`config.mk`:
```
export PLATFORM = sky130hd
export DESIGN_NAME = rprq_ctrl
export DESIGN_NICKNAME = d
export VERILOG_FILES = /design/src/sv/rprq_pkg.sv /design/src/sv/rprq_ctrl.sv
export SDC_FILE = /design/constraint.sdc
export NUM_CORES = 1
export LEC_CHECK = 0
export BUFFER_PORTS_ARGS = -buffer_cell sky130_fd_sc_hd__buf_2
export CAP_MARGIN = 20
export CORE_AREA = 4 4 41 43
export DETAILED_ROUTE_END_ITERATION = 12
export DIE_AREA = 0 0 45 47
export MAX_ROUTING_LAYER = met4
export PLACE_DENSITY = 0.34
export SLEW_MARGIN = 20
export SYNTH_ARGS = -nofsm -noshare
export SYNTH_HDL_FRONTEND = slang
export SYNTH_SLANG_ARGS = --single-unit
```
`constraint.sdc`:
```
create_clock -name clk_i -period 3.1 [get_ports clk_i]
set_clock_uncertainty 0.1 [all_clocks]
set_input_delay 0.31 -clock clk_i [delete_from_list [all_inputs] [get_ports clk_i]]
set_output_delay 0.31 -clock clk_i [all_outputs]
set_load 0.02 [all_outputs]
```
`src/sv/rprq_pkg.sv`:
```
package rprq_pkg;

  localparam int unsigned MaxDepthDefault  = 256;
  localparam int unsigned DataWidthDefault = 64;
  localparam int unsigned FuncW            = 3;
  localparam int unsigned SlotW            = 8;
  localparam int unsigned CapW             = 4;
  localparam logic [CapW-1:0] CapReset     = 4'd8;

  typedef enum logic [FuncW-1:0] {
    FUNC_RESERVE = 3'd0,
    FUNC_PUBLISH = 3'd1,
    FUNC_PEEK    = 3'd2,
    FUNC_POP     = 3'd3,
    FUNC_SKIP    = 3'd4
  } func_e;

  typedef enum logic [2:0] {
    STAT_OK        = 3'd0,
    STAT_FULL      = 3'd1,
    STAT_EMPTY     = 3'd2,
    STAT_NOT_READY = 3'd3,
    STAT_DISABLED  = 3'd4,
    STAT_BAD_SLOT  = 3'd5,
    STAT_NO_STALL  = 3'd6
  } status_e;

  typedef enum logic [1:0] {
    S_IDLE,
    S_CHK,
    S_EXEC,
    S_OUT
  } state_e;

  typedef struct packed {
    logic accept;
    logic read2;
    logic exec;
    logic cfg_write;
  } dp_cmd_t;

endpackage

```
`src/sv/rprq_ctrl.sv`:
```
module rprq_ctrl (
  input  logic               clk_i,
  input  logic               rst_ni,
  input  logic               in_valid_i,
  output logic               in_ready_o,
  output logic               out_valid_o,
  input  logic               out_ready_i,
  input  logic               cfg_valid_i,
  output logic               cfg_ready_o,
  output rprq_pkg::dp_cmd_t  cmd_o
);

  rprq_pkg::state_e state_q, state_d;

  always_ff @(posedge clk_i or negedge rst_ni) begin
    if (!rst_ni) begin
      state_q <= rprq_pkg::S_IDLE;
    end else begin
      state_q <= state_d;
    end
  end

  always_comb begin
    state_d     = state_q;
    in_ready_o  = 1'b0;
    out_valid_o = 1'b0;
    cfg_ready_o = 1'b0;
    cmd_o       = '0;
    case (state_q)
      rprq_pkg::S_IDLE: begin
        cfg_ready_o     = 1'b1;
        in_ready_o      = !cfg_valid_i;
        cmd_o.cfg_write = cfg_valid_i;
        if (in_valid_i && !cfg_valid_i) begin
          cmd_o.accept = 1'b1;
          state_d      = rprq_pkg::S_CHK;
        end
      end
      rprq_pkg::S_CHK: begin
        cmd_o.read2 = 1'b1;
        state_d     = rprq_pkg::S_EXEC;
      end
      rprq_pkg::S_EXEC: begin
        cmd_o.exec = 1'b1;
        state_d    = rprq_pkg::S_OUT;
      end
      rprq_pkg::S_OUT: begin
        out_valid_o = 1'b1;
        if (out_ready_i) begin
          state_d = rprq_pkg::S_IDLE;
        end
      end
      default: begin
        state_d = rprq_pkg::S_IDLE;
      end
    endcase
  end

endmodule

```
# Yosys cells after proc, flatten, opt, wreduce, memory -nomap -nowiden
# Index checks and enable logic that the tools add are counted.
[totals]
register_bits = 2
inputBits = 5
out_inout_bits = 7
[op_classes]
eq_ne = 5
muxes = 11
reduce_logical = 4
[ops]
columns = ["operator", "count"]
rows = [
  ["$mux W1", 8],
  ["$pmux W2 S4", 1],
  ["$eq A2 B2 Y1 const B", 2],
  ["$mux W2", 2],
  ["$ne A2 B2 Y1 const B", 2],
  ["$eq A2 B1 Y1 const B", 1],
  ["$logic_not A2 Y1", 1],
  ["$reduce_and A2 Y1", 1],
  ["$logic_and A1 B1 Y1", 1],
  ["$logic_not A1 Y1", 1],
]

# Logic depth before layout (Yosys ltp)
[logic_depth]
word_depth = 4
ltp_mapped = 4
ltp_nobuf = 4

# Least setup slack after synthesis
# No wires, ideal clock.
[synth_path]
path_type = "reg-to-output"
from = "reg state_q[0]"
to = "out in_ready_o"
t_arrival_ns = 1.159
setup_slack_ns = 1.531
path_stages_with_launch = 4
cell_sequence = "dfrtp_1 inv_1 ha_1 nor2b_1"
[synth_via]
elab_chain_len = 2
[synth_rtl]
columns = ["item", "line", "text"]
rows = [
  ["start: declaration", "rprq_ctrl.sv:13", "rprq_pkg::state_e state_q, state_d;"],
  ["start signal: assignment", "rprq_ctrl.sv:17", "state_q <= rprq_pkg::S_IDLE;"],
  ["start signal: assignment", "rprq_ctrl.sv:19", "state_q <= state_d;"],
  ["$logic_not A2 Y1", "rprq_ctrl.sv:29", "case (state_q)"],
  ["$mux W1", "rprq_ctrl.sv:29", ""],
  ["end: declaration", "rprq_ctrl.sv:5", "output logic in_ready_o,"],
]
# No other way between the ends.

==> summary.txt <==
Outcome
  • Outcome: complete, no violations

Die
  • Die Area: between 2000 and 2500 um2
  • DIE HEIGHT: roughly 47 um
  • Starting Density: approximately 16%
  • Core Rows: 13
  • CORE AREA: approximately 1300 um2
  • Die W: around 45 um
  • Top-level port count: 12

Logic synthesis
  • Yosys top cell area share: approximately 30%
  • Area contributors post-synth: ha_1 30%, dfrtp_1 24%, a21oi_4 7.8%
  • Synth area leader: ha_1
  • Mapped cell area: ~210 um2
  • Adder-Cell Fraction of Synth Area: between 20% and 30%
  • Post-synth cell types: 11
  • Syn Inst Count: 19
  • Post-Synth Simple-Gate Area: a little over a fifth
  • Mux contribution to synthesized area: around an eighth
  • Synth Area in Compound Gates: around 8%
  • Seq cells post-synth: 2
  • Post-Syn Nets: 29
  • Post-Syn Area per Cell: 11.0 um2
  • Largest family of logic cells by synthesized area: adder cells
  • Seq/Total Area, Yosys: a little under a quarter
  • Post-Synth XOR/XNOR Area: 0%
  • YS warnings: 0

Cells and area
  • Area grow syn2layout: 50.9%
  • Biggest register: state_q
  • Max FFs per register: 2
  • Most frequent cells in the layout: 11 x buf_2, 5 x ha_1, 3 x inv_1, 3 x clkbuf_4
  • Most common cell after layout, fill and taps aside: buf_2
  • Fraction of layout cells with a size suffix above 1: a little under three fifths
  • Nets@finish: 46
  • Largest regs: state_q (2)
  • Ant. Diodes: 0

Clocking
  • Longest Clk Path Bufs: 2
  • CTS root buf: clkbuf_4
  • H-tree levels: 1
  • CTS Buf Count: 3
  • CTS Sinks: 2
  • Worst-Skew Late Latency: approximately 220 ps
  • CTS clk-pin slew, worst paths: ~30 ps
  • Post-CTS setup buffer count: 0
  • CTS tree: yes
  • Hold_buf cts: 1
  • Resized cells post-CTS: 0

STA
  • Fmax: 0.588 GHz
  • Count of final setup violators: 0
  • Final min period: approximately 1700 ps
  • Setup TNS: 0 ps
  • Hold Fails Final Rpt: 0
  • Slew headroom: 91.1%
  • RSZ-0062 raised after global routing: no
  • Worst Tran Pin Value: between 100 and 150 ps
  • Final cycle utilization of the critical path: ~55%
  • Count of pins over their slew limit: 0

GRT
  • Number of global-route vias before repair: roughly 190
  • GRT Util Overall: under 10%
  • Overflow left after global routing: 0
  • First-pass GRT wire length: around 740 um
  • Largest net degree at the start of global routing: 5
  • Initial antenna violation count: 0

Power and ir drop
  • Max VDD drop: about 0.00039 V
  • Clk pwr share: 17.6%
  • Net Sw Power: about 0.00015 W
  • Logic pwr share: 66.2%
  • Pwr Total: about 0.00033 W
  • Internal: between 0.00015 and 0.0002 W
  • Sequential share of power: between 10% and 20%
  • Static Leak: between 0.15 and 0.2 nW
  • Power Density: between 1000 and 1500 nW/um2
  • Sw Share: ~45%

Placed design
  • Post-DP HPWL: 335 um
  • Placer Congestion: slightly above 0.7
  • IO buf count: 11

Critical path
  • R2R Path Start: state_q[1]
  • Reg2reg setup slack: around 1700 ps
  • Crit path kind: reg2out
  • Worst path required time: around 2700 ps
  • Arrival time at the worst endpoint: 1290 ps
  • Worst setup path start: state_q[1]
  • Crit start category: flip-flop
  • Critical path fanouts, max: 4
  • Critical path capture point: cmd_o[0]
  • Worst Setup End Kind: output pin
  • RR Endpoint: state_q[1]
  • FF-to-FF path depth: 4

Routing
  • Via density: around 3.5
  • DR pass1 iterations: 1
  • Antenna Violating Nets Remaining: 0
  • DRC violation count after routing: 0
  • Avg WL per Cell: around 8.6 um
  • Vias post-DR: 170
  • Number of DRC markers in iteration 0: 0
  • Final WL: approximately 420 um

Job
  • Max_cap viols: 0

Min path
  • Class of the worst hold path: in2async
## power by group through the flow
stage | Sequential [W] | Combinational [W] | Clock [W]
after floorplan | 0.0000518 | 0.000175 | 0
after global placement | 0.0000542 | 0.000221 | 0
after detailed placement | 0.0000543 | 0.000220 | 0
after CTS | 0.0000542 | 0.000223 | 0.0000614
after global routing | 0.0000560 | 0.000243 | 0.0000645
final | 0.0000537 | 0.000219 | 0.0000583
## cell usage after synthesis
master    number
a21oi_4        1
nand2b_4       1
nor2b_1        1
mux2_4         1
dfrtp_1        2
inv_1          3
mux2i_1        1
ha_1           5
nor2_1         2
nor2b_2        1
and2_2         1
## layout make-up
type	instances	area, um2
fillers	152	986
clock buffers	3	22.5
multi-input cells	14	148
well taps	15	18.8
repair buffers	12	65.1
flip-flops and latches	2	50.0
inverters	3	11.3
## worst min-delay path by stage
| stage | startpoint | end | slack (ps) | cells after the start |
|---|---|---|---|---|
| 2_1_floorplan | rst_ni | state_q[0] | -90 | 0 |
| 3_3_place_gp | rst_ni | state_q[1] | -3 | 1 |
| 3_5_place_dp | rst_ni | state_q[1] | -3 | 1 |
| 4_1_cts | rst_ni | state_q[0] | 290 | 2 |
| 5_1_grt | rst_ni | state_q[1] | 320 | 2 |
| 6_report | rst_ni | state_q[1] | 300 | 2 |
## per-layer routing
layer  global-route usage [%]  share of wire, %  vias up
li1                         -                 -       89
met1                     5.22                45       72
met2                     7.91                42        9
met3                     2.30                12        0
met4                     5.26                 0        0
met5                        -                 0        -
## metrics by stage
stage               utilization, %  hold slack [ps]  setup WS [ps]  cells  instance area [um2]
CTS                           24.2              291           1390     49                  315
detailed placement            21.7            -2.87           1630     45                  283
finish                        24.2              297           1400     49                  315
global route                  24.2              324           1290     49                  315
floorplan                        -            -85.6           1530     19                  209
global placement              21.7            -3.35           1650     45                  283
## critical path, cell delays in order (launching register included)
cell and delay [ps]:
dfrtp_1 380, inv_1 100, ha_1 240, and2_2 200, buf_2 150
## cell families (layout without fill, tap and decap cells)
kind of cell               count (synthesis)  in the layout
AOI/OAI and AO/OA                          1              1
adders and majority gates                  5              5
DFF                                        2              2
and+or+nand+nor                            6              6
muxes                                      2              2
buffers and inverters                      3             18
Note: power is estimated with default switching activity, not from simulation.
